$ cat src/design/gpb_pkg.sv
// ---------------------------------------------------------------------------
// gpb_pkg
// Shared types and constants for the glyph pixel blit and format pack block.
// ---------------------------------------------------------------------------
`default_nettype none

package gpb_pkg;

  // Fixed field widths
  localparam int DIM_W   = 12;
  localparam int POS_W   = 13;
  localparam int COV_W   = 8;
  localparam int COLOR_W = 32;
  localparam int ADDR_W  = 24;
  localparam int FMT_W   = 4;
  localparam int CFG_IDX_W = 2;

  // Default clip limit for width and height
  localparam int DEFAULT_MAX_DIM = 2048;

  // Register reset values
  localparam logic [DIM_W-1:0]   RESET_WIDTH  = 12'd2048;
  localparam logic [DIM_W-1:0]   RESET_HEIGHT = 12'd2048;
  localparam logic [COLOR_W-1:0] RESET_COLOR  = 32'h0000_0000;

  // Configuration register indexes
  typedef enum logic [CFG_IDX_W-1:0] {
    CFG_FRAME_WIDTH  = 2'd0,
    CFG_FRAME_HEIGHT = 2'd1,
    CFG_PIXEL_FORMAT = 2'd2,
    CFG_TEXT_COLOR   = 2'd3
  } cfg_index_t;

  // Pixel format codes
  typedef enum logic [FMT_W-1:0] {
    FMT_RGB444   = 4'd0,
    FMT_RGB555   = 4'd1,
    FMT_RGB565   = 4'd2,
    FMT_RGB888   = 4'd3,
    FMT_BGR444   = 4'd4,
    FMT_BGR555   = 4'd5,
    FMT_BGR565   = 4'd6,
    FMT_BGR888   = 4'd7,
    FMT_ARGB1555 = 4'd8,
    FMT_ARGB4444 = 4'd9,
    FMT_ARGB8565 = 4'd10,
    FMT_ARGB8888 = 4'd11,
    FMT_ABGR1555 = 4'd12,
    FMT_ABGR4444 = 4'd13,
    FMT_ABGR8565 = 4'd14,
    FMT_ABGR8888 = 4'd15
  } pixel_format_t;

  // Channel depth group inside a format family (low two bits of the code).
  // Names give the no-alpha and the alpha variant.
  typedef enum logic [1:0] {
    DEPTH_444_1555 = 2'd0,
    DEPTH_555_4444 = 2'd1,
    DEPTH_565_8565 = 2'd2,
    DEPTH_888_8888 = 2'd3
  } depth_t;

  // Live configuration handed from the register file to the datapath
  typedef struct packed {
    logic [DIM_W-1:0]   frame_width;
    logic [DIM_W-1:0]   frame_height;
    pixel_format_t      pixel_format;
    logic [COLOR_W-1:0] text_color;
  } cfg_t;

endpackage

`default_nettype wire

$ cat src/design/glyph_pixel_blit_format_pack.sv
// ---------------------------------------------------------------------------
// glyph_pixel_blit_format_pack
// Clips glyph pixels to the frame and emits packed frame buffer writes.
// ---------------------------------------------------------------------------
// One glyph pixel per clock goes in unless the output is held, and at most
// one write comes out: an input register, then the clip test, the color pack
// and the 12x12 address multiply, then a result register. A pixel with zero
// coverage or outside the frame makes no write. Width and height above
// MAX_DIM are saturated. Configuration is a plain write port (index 0 width,
// 1 height, 2 pixel format, 3 ARGB8888 text color) and should only be
// written while no pixel is in flight.
`default_nettype none

module glyph_pixel_blit_format_pack
  import gpb_pkg::*;
#(
  parameter int MAX_DIM = DEFAULT_MAX_DIM
) (
  input  wire logic                    clk,
  input  wire logic                    rst,
  input  wire logic                    cfg_write,
  input  wire logic [CFG_IDX_W-1:0]    cfg_index,
  input  wire logic [COLOR_W-1:0]      cfg_data,
  input  wire logic                    in_valid,
  output logic                         in_ready,
  input  wire logic signed [POS_W-1:0] dest_x,
  input  wire logic signed [POS_W-1:0] dest_y,
  input  wire logic [COV_W-1:0]        coverage,
  output logic                         out_valid,
  input  wire logic                    out_ready,
  output logic [ADDR_W-1:0]            byte_address,
  output logic [COLOR_W-1:0]           pixel_data,
  output logic                         write_wide
);

  cfg_t cfg;

  gpb_cfg_regs u_cfg (
    .clk       (clk),
    .rst       (rst),
    .cfg_write (cfg_write),
    .cfg_index (cfg_index),
    .cfg_data  (cfg_data),
    .cfg       (cfg)
  );

  gpb_blit_stage #(
    .MAX_DIM (MAX_DIM)
  ) u_blit (
    .clk          (clk),
    .rst          (rst),
    .cfg          (cfg),
    .in_valid     (in_valid),
    .in_ready     (in_ready),
    .dest_x       (dest_x),
    .dest_y       (dest_y),
    .coverage     (coverage),
    .out_valid    (out_valid),
    .out_ready    (out_ready),
    .byte_address (byte_address),
    .pixel_data   (pixel_data),
    .write_wide   (write_wide)
  );

endmodule

`default_nettype wire

$ cat src/design/gpb_cfg_regs.sv
// ---------------------------------------------------------------------------
// gpb_cfg_regs
// Configuration register file: frame size, pixel format and text color.
// ---------------------------------------------------------------------------
`default_nettype none

module gpb_cfg_regs
  import gpb_pkg::*;
(
  input  wire logic                 clk,
  input  wire logic                 rst,
  input  wire logic                 cfg_write,
  input  wire logic [CFG_IDX_W-1:0] cfg_index,
  input  wire logic [COLOR_W-1:0]   cfg_data,
  output cfg_t                      cfg
);

  cfg_t regs;

  // Decode the write index and update one register
  always_ff @(posedge clk) begin
    if (rst) begin
      regs.frame_width  <= RESET_WIDTH;
      regs.frame_height <= RESET_HEIGHT;
      regs.pixel_format <= FMT_ARGB1555;
      regs.text_color   <= RESET_COLOR;
    end else if (cfg_write) begin
      case (cfg_index_t'(cfg_index))
        CFG_FRAME_WIDTH:  regs.frame_width  <= cfg_data[DIM_W-1:0];
        CFG_FRAME_HEIGHT: regs.frame_height <= cfg_data[DIM_W-1:0];
        CFG_PIXEL_FORMAT: regs.pixel_format <= pixel_format_t'(cfg_data[FMT_W-1:0]);
        CFG_TEXT_COLOR:   regs.text_color   <= cfg_data;
        default: begin
        end
      endcase
    end
  end

  assign cfg = regs;

endmodule

`default_nettype wire

$ cat src/design/gpb_color_pack.sv
// ---------------------------------------------------------------------------
// gpb_color_pack
// Packs an ARGB8888 color into the selected pixel format; each channel keeps
// the top bits of its source byte.
// ---------------------------------------------------------------------------
`default_nettype none

module gpb_color_pack
  import gpb_pkg::*;
(
  input  pixel_format_t             pixel_format,
  input  wire logic [COLOR_W-1:0]   text_color,
  output logic      [COLOR_W-1:0]   pixel_data,
  output logic                      write_wide
);

  logic [7:0] a;
  logic [7:0] g;
  logic [7:0] c0;
  logic [7:0] c2;
  logic       has_alpha;
  logic       swap_rb;
  depth_t     depth;

  // Split the color and pick the channel order
  always_comb begin
    a         = text_color[31:24];
    g         = text_color[15:8];
    has_alpha = pixel_format[3];
    swap_rb   = pixel_format[2];
    depth     = depth_t'(pixel_format[1:0]);
    c0        = swap_rb ? text_color[7:0]   : text_color[23:16];
    c2        = swap_rb ? text_color[23:16] : text_color[7:0];
  end

  // Assemble the packed word
  always_comb begin
    pixel_data = '0;
    write_wide = 1'b0;
    case (depth)
      DEPTH_444_1555: begin
        if (has_alpha) begin
          pixel_data[15:0] = {a[7], c0[7:3], g[7:3], c2[7:3]};
        end else begin
          pixel_data[15:0] = {4'h0, c0[7:4], g[7:4], c2[7:4]};
        end
      end
      DEPTH_555_4444: begin
        if (has_alpha) begin
          pixel_data[15:0] = {a[7:4], c0[7:4], g[7:4], c2[7:4]};
        end else begin
          pixel_data[15:0] = {1'b0, c0[7:3], g[7:3], c2[7:3]};
        end
      end
      DEPTH_565_8565: begin
        pixel_data[15:0] = {c0[7:3], g[7:2], c2[7:3]};
        if (has_alpha) begin
          pixel_data[23:16] = a;
          write_wide        = 1'b1;
        end
      end
      DEPTH_888_8888: begin
        pixel_data = {(has_alpha ? a : 8'h00), c0, g, c2};
        write_wide = 1'b1;
      end
      default: begin
        pixel_data = '0;
        write_wide = 1'b0;
      end
    endcase
  end

endmodule

`default_nettype wire

$ cat src/design/gpb_blit_stage.sv
// ---------------------------------------------------------------------------
// gpb_blit_stage
// Two-register pixel pipe: an input register, then clip, pack and address
// logic feeding a result register. Clipped pixels are dropped in between.
// ---------------------------------------------------------------------------
`default_nettype none

module gpb_blit_stage
  import gpb_pkg::*;
#(
  parameter int MAX_DIM = DEFAULT_MAX_DIM
) (
  input  wire logic                clk,
  input  wire logic                rst,
  input  cfg_t                     cfg,
  input  wire logic                in_valid,
  output logic                     in_ready,
  input  wire logic signed [POS_W-1:0] dest_x,
  input  wire logic signed [POS_W-1:0] dest_y,
  input  wire logic [COV_W-1:0]    coverage,
  output logic                     out_valid,
  input  wire logic                out_ready,
  output logic [ADDR_W-1:0]        byte_address,
  output logic [COLOR_W-1:0]       pixel_data,
  output logic                     write_wide
);

  localparam logic [31:0] MAX_DIM_U = 32'(MAX_DIM);

  // Input register
  logic                    s1_valid;
  logic signed [POS_W-1:0] s1_x;
  logic signed [POS_W-1:0] s1_y;
  logic [COV_W-1:0]        s1_cov;

  // Datapath between the registers
  logic [DIM_W-1:0]      w_lim;
  logic [DIM_W-1:0]      h_lim;
  logic                  keep;
  logic [ADDR_W-1:0]     pix_index;
  logic [ADDR_W-1:0]     addr_next;
  logic [COLOR_W-1:0]    pix_next;
  logic                  wide_next;
  logic                  s1_advance;

  // Result register is free, or is being taken this cycle
  assign s1_advance = !out_valid || out_ready;
  assign in_ready   = !s1_valid || s1_advance;

  // Hold or load the input beat
  always_ff @(posedge clk) begin
    if (rst) begin
      s1_valid <= 1'b0;
    end else if (in_ready) begin
      s1_valid <= in_valid;
    end
  end

  always_ff @(posedge clk) begin
    if (in_ready && in_valid) begin
      s1_x   <= dest_x;
      s1_y   <= dest_y;
      s1_cov <= coverage;
    end
  end

  // Saturate the frame size to the clip limit
  always_comb begin
    w_lim = ({20'd0, cfg.frame_width}  > MAX_DIM_U) ? DIM_W'(MAX_DIM) : cfg.frame_width;
    h_lim = ({20'd0, cfg.frame_height} > MAX_DIM_U) ? DIM_W'(MAX_DIM) : cfg.frame_height;
  end

  // Clip: drop empty coverage and anything off the frame
  always_comb begin
    keep = (s1_cov != '0) && !s1_x[POS_W-1] && !s1_y[POS_W-1]
        && (s1_x[DIM_W-1:0] < w_lim) && (s1_y[DIM_W-1:0] < h_lim);
  end

  gpb_color_pack u_pack (
    .pixel_format (cfg.pixel_format),
    .text_color   (cfg.text_color),
    .pixel_data   (pix_next),
    .write_wide   (wide_next)
  );

  // Pixel index x + width*y, then scale by bytes per pixel (wraps at 24 bits)
  always_comb begin
    pix_index = ({{(ADDR_W-DIM_W){1'b0}}, w_lim} * {{(ADDR_W-DIM_W){1'b0}}, s1_y[DIM_W-1:0]})
              + {{(ADDR_W-DIM_W){1'b0}}, s1_x[DIM_W-1:0]};
    addr_next = wide_next ? {pix_index[ADDR_W-3:0], 2'b00}
                          : {pix_index[ADDR_W-2:0], 1'b0};
  end

  // Result register
  always_ff @(posedge clk) begin
    if (rst) begin
      out_valid <= 1'b0;
    end else if (s1_advance) begin
      out_valid <= s1_valid && keep;
    end
  end

  always_ff @(posedge clk) begin
    if (s1_advance && s1_valid && keep) begin
      byte_address <= addr_next;
      pixel_data   <= pix_next;
      write_wide   <= wide_next;
    end
  end

endmodule

`default_nettype wire

$ cat config.mk
export PLATFORM = sky130hd
export DESIGN_NAME = glyph_pixel_blit_format_pack
export DESIGN_NICKNAME = d
export VERILOG_FILES = /design/src/design/gpb_pkg.sv /design/src/design/glyph_pixel_blit_format_pack.sv /design/src/design/gpb_cfg_regs.sv /design/src/design/gpb_color_pack.sv /design/src/design/gpb_blit_stage.sv
export SDC_FILE = /design/constraint.sdc
export NUM_CORES = 1
export LEC_CHECK = 0
export ABC_AREA = 0
export BUFFER_PORTS_ARGS = -buffer_cell sky130_fd_sc_hd__buf_2
export CAP_MARGIN = 10
export CORE_UTILIZATION = 55
export CTS_CLUSTER_SIZE = 25
export DETAILED_ROUTE_END_ITERATION = 6
export GPL_ROUTABILITY_DRIVEN = 0
export HOLD_SLACK_MARGIN = 0.06
export PLACE_DENSITY = 0.75
export SETUP_SLACK_MARGIN = 0.3
export SLEW_MARGIN = 10
export SYNTH_ARGS = -nofsm -noshare
export SYNTH_HDL_FRONTEND = slang
export SYNTH_SLANG_ARGS = --single-unit
$ cat constraint.sdc
create_clock -name clk -period 6.4 [get_ports clk]
set_input_delay 0.64 -clock clk [delete_from_list [all_inputs] [get_ports clk]]
set_output_delay 0.64 -clock clk [all_outputs]
set_load 0.03 [all_outputs]
Word level (Yosys, flattened, before mapping) --
Cells that the tools add are included.
Operators by class: order comparisons 4, reduce and logical (&&, ||, !) cells 21, $add $sub $neg 1, $mul 1, muxes and demuxes 12, eq/ne operators 6
Operators with widths (count):
- 16-bit case mux with 4 select lines | 1
- 16-bit 2-to-1 mux | 2
- 12-bit greater-than comparator (second input constant) | 2
- 12-bit < comparator | 2
- 12-bit 2-to-1 mux | 2
- 24-bit 2-to-1 mux | 1
- 8-bit 2-to-1 mux | 3
- 23-bit by 12-bit adder with 23-bit output | 1
- 12-bit by 12-bit multiplier with 23-bit output | 1
- 8-bit case mux with 2 select lines | 1
- 2-bit == test (second input constant) | 4
- 1-bit logical AND | 8
- 2-bit AND reduction | 4
- 8-bit nonzero test | 1
- 2-bit by 1-bit == test with 1-bit output (second input constant) | 2
- 1-bit zero test | 4
- 2-bit zero test | 2
- 1-bit logical OR | 2
- 1-bit case mux with 2 select lines | 1
- 1-bit 2-to-1 mux | 1
Storage, ports and cells: output and inout port bits 59, register bits after elaboration 153, logic and storage cells 59, input bits 73

Longest topological paths before layout --
depth after elaboration 6, gate-level depth with buffers 23, depth with buffers taken out 20

Modules after synthesis --
From an unflattened synthesis, not the netlist that was laid out.
Unflattened totals: cell total of the unflattened synthesis 1253, area total of the unflattened synthesis 12406.9 um^2
By module, submodules not included:
- gpb_blit_stage | cells each 844, area each 8838.5 um^2, instances 1, seq. area each 2742.6 um^2
- gpb_cfg_regs | cells each 237, area each 2506.2 um^2, instances 1, seq. area each 1201.2 um^2
- gpb_color_pack | cells each 172, area each 1062.3 um^2, instances 1, seq. area each 0.0 um^2

Worst setup path after synthesis --
No wires, ideal clock.
path type register to register, start register u_cfg.regs (netlist bit u_cfg.cfg[59]), end register u_blit.byte_address[23] (data pin), setup time 267 ps, clock period less this slack 5445 ps, path buffers 3, path slack 955 ps, stages on the path, launching flop included 22, arrival time 5178 ps, cell sequence dfxtp_1 -> clkbuf_1 -> nor2b_1 -> clkbuf_1 -> nand2_1 -> fa_1 -> inv_1 -> fa_1 -> fa_1 -> fa_1 -> inv_1 -> fa_1 -> inv_1 -> ha_1 -> buf_2 -> a211oi_2 -> o21bai_2 -> nor3_2 -> a21oi_1 -> a221oi_2 -> mux2i_1 -> o211ai_1
On the way: longest elaborated chain between the ends 5
RTL lines:
- start: declaration | line gpb_cfg_regs.sv:18 | cfg_t regs;
- 12-bit greater-than comparator | line gpb_blit_stage.sv:69 | w_lim = ({20'd0, cfg.frame_width} > MAX_DIM_U) ? DIM_W'(MAX_DIM) : cfg.frame_width;
- 12-bit 2-to-1 mux * | line gpb_blit_stage.sv:69
- 12-bit by 12-bit multiplier with 23-bit output * | line gpb_blit_stage.sv:88 | pix_index = ({{(ADDR_W-DIM_W){1'b0}}, w_lim} * {{(ADDR_W-DIM_W){1'b0}}, s1_y[DIM_W-1:0]})
- 23-bit by 12-bit adder with 23-bit output * | line gpb_blit_stage.sv:89 | + {{(ADDR_W-DIM_W){1'b0}}, s1_x[DIM_W-1:0]};
- 24-bit 2-to-1 mux * | line gpb_blit_stage.sv:90 | addr_next = wide_next ? {pix_index[ADDR_W-3:0], 2'b00}
- net u_blit.addr_next[23] | line gpb_blit_stage.sv:41 | logic [ADDR_W-1:0] addr_next;
- end signal: assignment | line gpb_blit_stage.sv:105 | byte_address <= addr_next;
- end: declaration | line gpb_blit_stage.sv:23 | output logic [ADDR_W-1:0] byte_address,
Mark *: on every way through the listed nets, which the timed path passes. The rest lies on a longest branch. A chain may end at the register's enable or synchronous reset.

Final worst setup path --
Same ends and word-level chain as after synthesis.

==> summary.txt <==
Timing
  • TNS Setup: 0 ps
  • Achievable Freq: 0.172 GHz
  • Final setup violating endpoints: 0
  • RSZ-0062 raised after global routing: true
  • Final hold violations: 0
  • Worst slew margin: 41.3%
  • Crit path time final: 5800 ps
  • Final Skew: 13.9 ps
  • Final period utilization: 90.7%
  • Max Slew Vio Count: 0
  • Worst-Margin Slew: 878 ps

Setup path
  • CP required: 6570 ps
  • Crit end category: flip-flop
  • Critical setup path kind: flip-flop to flip-flop
  • Worst R2R Path Depth: 19
  • CP max stage cell: dfxtp_2
  • Most used cell, CP: fa_1
  • Slowest stage delay, CP: 630 ps
  • Worst Path Max Fanout: 24
  • Setup crit start kind: flip-flop
  • Critical path depth: 19
  • CP Data Arrival Time: 5970 ps
  • Crit path buf inv count: 4
  • Crit-path leading delay family: adder cells
  • Worst-path cell chain: nor2b_2 -> and2_1 -> fa_1 -> inv_1 -> fa_1 -> inv_1 -> fa_1 -> inv_1 -> fa_1 -> fa_1 -> inv_1 -> ha_1 -> a21o_1 -> a31o_1 -> o211ai_2 -> a21oi_1 -> a221oi_2 -> mux2i_1 -> o211ai_1

Cells and area
  • Commonest non-fill, non-tap cell in the layout: nand2_1
  • Layout cells sized above 1: 15.8%
  • Register area: 3950 sq um
  • Area taken by multi-input logic gates: 7190 sq um
  • Final instance area: 13500 sq um
  • ANT cells: 0
  • Filler instances: 1758
  • Fin util: 63.5%
  • Nets: 1654
  • Final non-filler cell total: 1671
  • Area Overhead vs Synth: 12.0%
  • Commonest cells after routing, fill and taps aside: nand2_1 (247), inv_1 (176), buf_2 (130)

Floorplanning
  • Cell row count: 53
  • Core area: 21200 sq um
  • Chip height: 150 microns
  • Die ar.: 22500 sq um
  • Ports: 132
  • DIE WIDTH: 150 microns
  • Initial core utilization: 56.7%

Global routing
  • Total track usage: 24.7%
  • Number of global-route vias before repair: 8849
  • Largest net degree at the start of global routing: 63
  • Gr ovfl total: 0
  • Initial antenna violation count: 0
  • First-pass GRT wire length: 43000 microns

Clocking
  • Clock Tree Buf Depth: 2
  • CTS tree: yes
  • Sink Count: 152
  • Worst skew pair latency: 430 ps
  • Root Driver: clkbuf_16
  • Htree depth: 4
  • Worst-path clk slew: 70 ps
  • Postcts setup bufs: 0
  • CTS Buf Count: 17
  • Hold-fix buffers, CTS: 0

Synthesis
  • Unique masters post-synth: 66
  • Area leader, netlist: edfxtp_1
  • Synth area leaders: edfxtp_1 (22%), fa_1 (18%), dfxtp_1 (10%)
  • Post-synth EDFFs: 90
  • Post-synthesis sequential area ratio: 32.8%
  • Synthesized area per cell: 9.36 sq um
  • Synth warn: 0
  • Mapped cell area: 12000 sq um
  • Dominant synthesized flop cell: edfxtp_1
  • Ys async rst share: 0%
  • Synthesized instance count: 1285
  • Flops & latches, synth: 152
  • Post-synth top area share: 22.5%
  • Syn_nets: 1556

Min path
  • HP Class: input port to flip-flop
  • Hold path cells: 1

Outcome
  • Outcome: finished clean

Detailed routing
  • Vias: 9038
  • Residual DRC: 0
  • Vias per cell: 5.41
  • Routed len/inst: 15.7 microns
  • TritonRoute pass-1 iters: 5
  • Post-Route WL: 26300 microns
  • Starting DRC count in detailed routing: 591
  • Antenna Nets Post-Route: 0

Placed design
  • Placed instance area: 12900 sq um
  • Detailed Place HPWL: 19900 microns
  • Post-Place Cells: 1639
  • Port-buffer cells: 130

Power
  • PwrDens: 177 nW/um^2
  • Peak VDD IR: 167 uV
  • Static leakage: 6.05 nW

Flow run
  • Max_cap viols: 0
[per-stage QoR]
step                      hold WS [ps]  power (mW)  setup slack, ps
after detailed placement           447        1.42              218
after global placement             443        1.41              437
after global routing               370        2.47              287
final                              383        2.39              596
after floorplan                    432        1.32              955
after CTS                          373        2.40              319
[synth_stat cells (9+ instances only)]
cell type / number
a21o_1: 9
a21oi_1: 95
and2_1: 84
clkbuf_1: 53
dfxtp_1: 62
edfxtp_1: 90
fa_1: 110
ha_1: 88
inv_1: 176
mux2_2: 15
mux2i_1: 21
nand2_1: 247
nor2_1: 41
nor2b_1: 17
o21ai_0: 24
o21ai_1: 13
o22ai_1: 13
xnor2_1: 14
[registers in the layout (all words and copies together) (netlist names)]
register	count
u_blit.pixel_data	32
u_blit.s1_y	13
u_blit.write_wide	1
u_blit.out_valid	1
u_blit.s1_cov	8
u_cfg.cfg	60
u_blit.byte_address	23
u_blit.s1_x	13
u_blit.s1_valid	1
[report_power, final]
group	internal, mW	leakage [nW]	switching [mW]	total (mW)
combinational	0.120	4.37	0.171	0.292
sequential	1.07	1.40	0.0367	1.11
clock	0.537	0.280	0.453	0.990
[timing repair]
item,in CTS,in global routing
setup endpoints to repair,4,13
resized for setup,3,6
gates cloned,0,0
pin swaps,0,0
[layer usage]
metal	wire, microns	vias to the layer above	global-route usage [%]
met4	476	0	7.73
met5	0	-	0
met2	12300	300	40.7
li1	-	4383	-
met3	1610	44	3.96
met1	11800	4311	33.3
[cell type report]
| cell class | instances | share of cell area [%] |
|---|---|---|
| Clock buffer | 18 | 3.34 |
| Clock inverter | 14 | 0.919 |
| Inverter | 176 | 4.90 |
| Multi-Input combinational cell | 892 | 53.4 |
| Sequential cell | 152 | 29.3 |
| Tap cell | 275 | 2.55 |
| Timing Repair Buffer | 144 | 5.61 |
[cells by family (layout without fill, tap and decap cells)]
group	count (synthesis)	count (layout)	share of synthesized area, %
AO/OA/AOI/OAI	203	203	10.6
buffers and inverters	241	352	7.68
flip-flops	152	152	32.8
AND/OR/NAND/NOR	431	431	16.5
XOR/XNOR	22	22	1.60
multiplexers	37	37	3.34
other	1	1	0.0312
adder cells (fa/ha/maj)	198	198	27.5
[final timing paths]
check	startpoint	to	slack [ps]
hold / removal	dest_y[10]	u_blit.s1_y[10]	380
hold reg to reg	u_cfg.cfg[30]	u_cfg.cfg[30]	460
setup reg to reg	u_cfg.cfg[59]	u_blit.byte_address[23]	600
setup / recovery	u_cfg.cfg[59]	u_blit.byte_address[23]	600
Note: power is estimated with default switching activity, not from simulation.
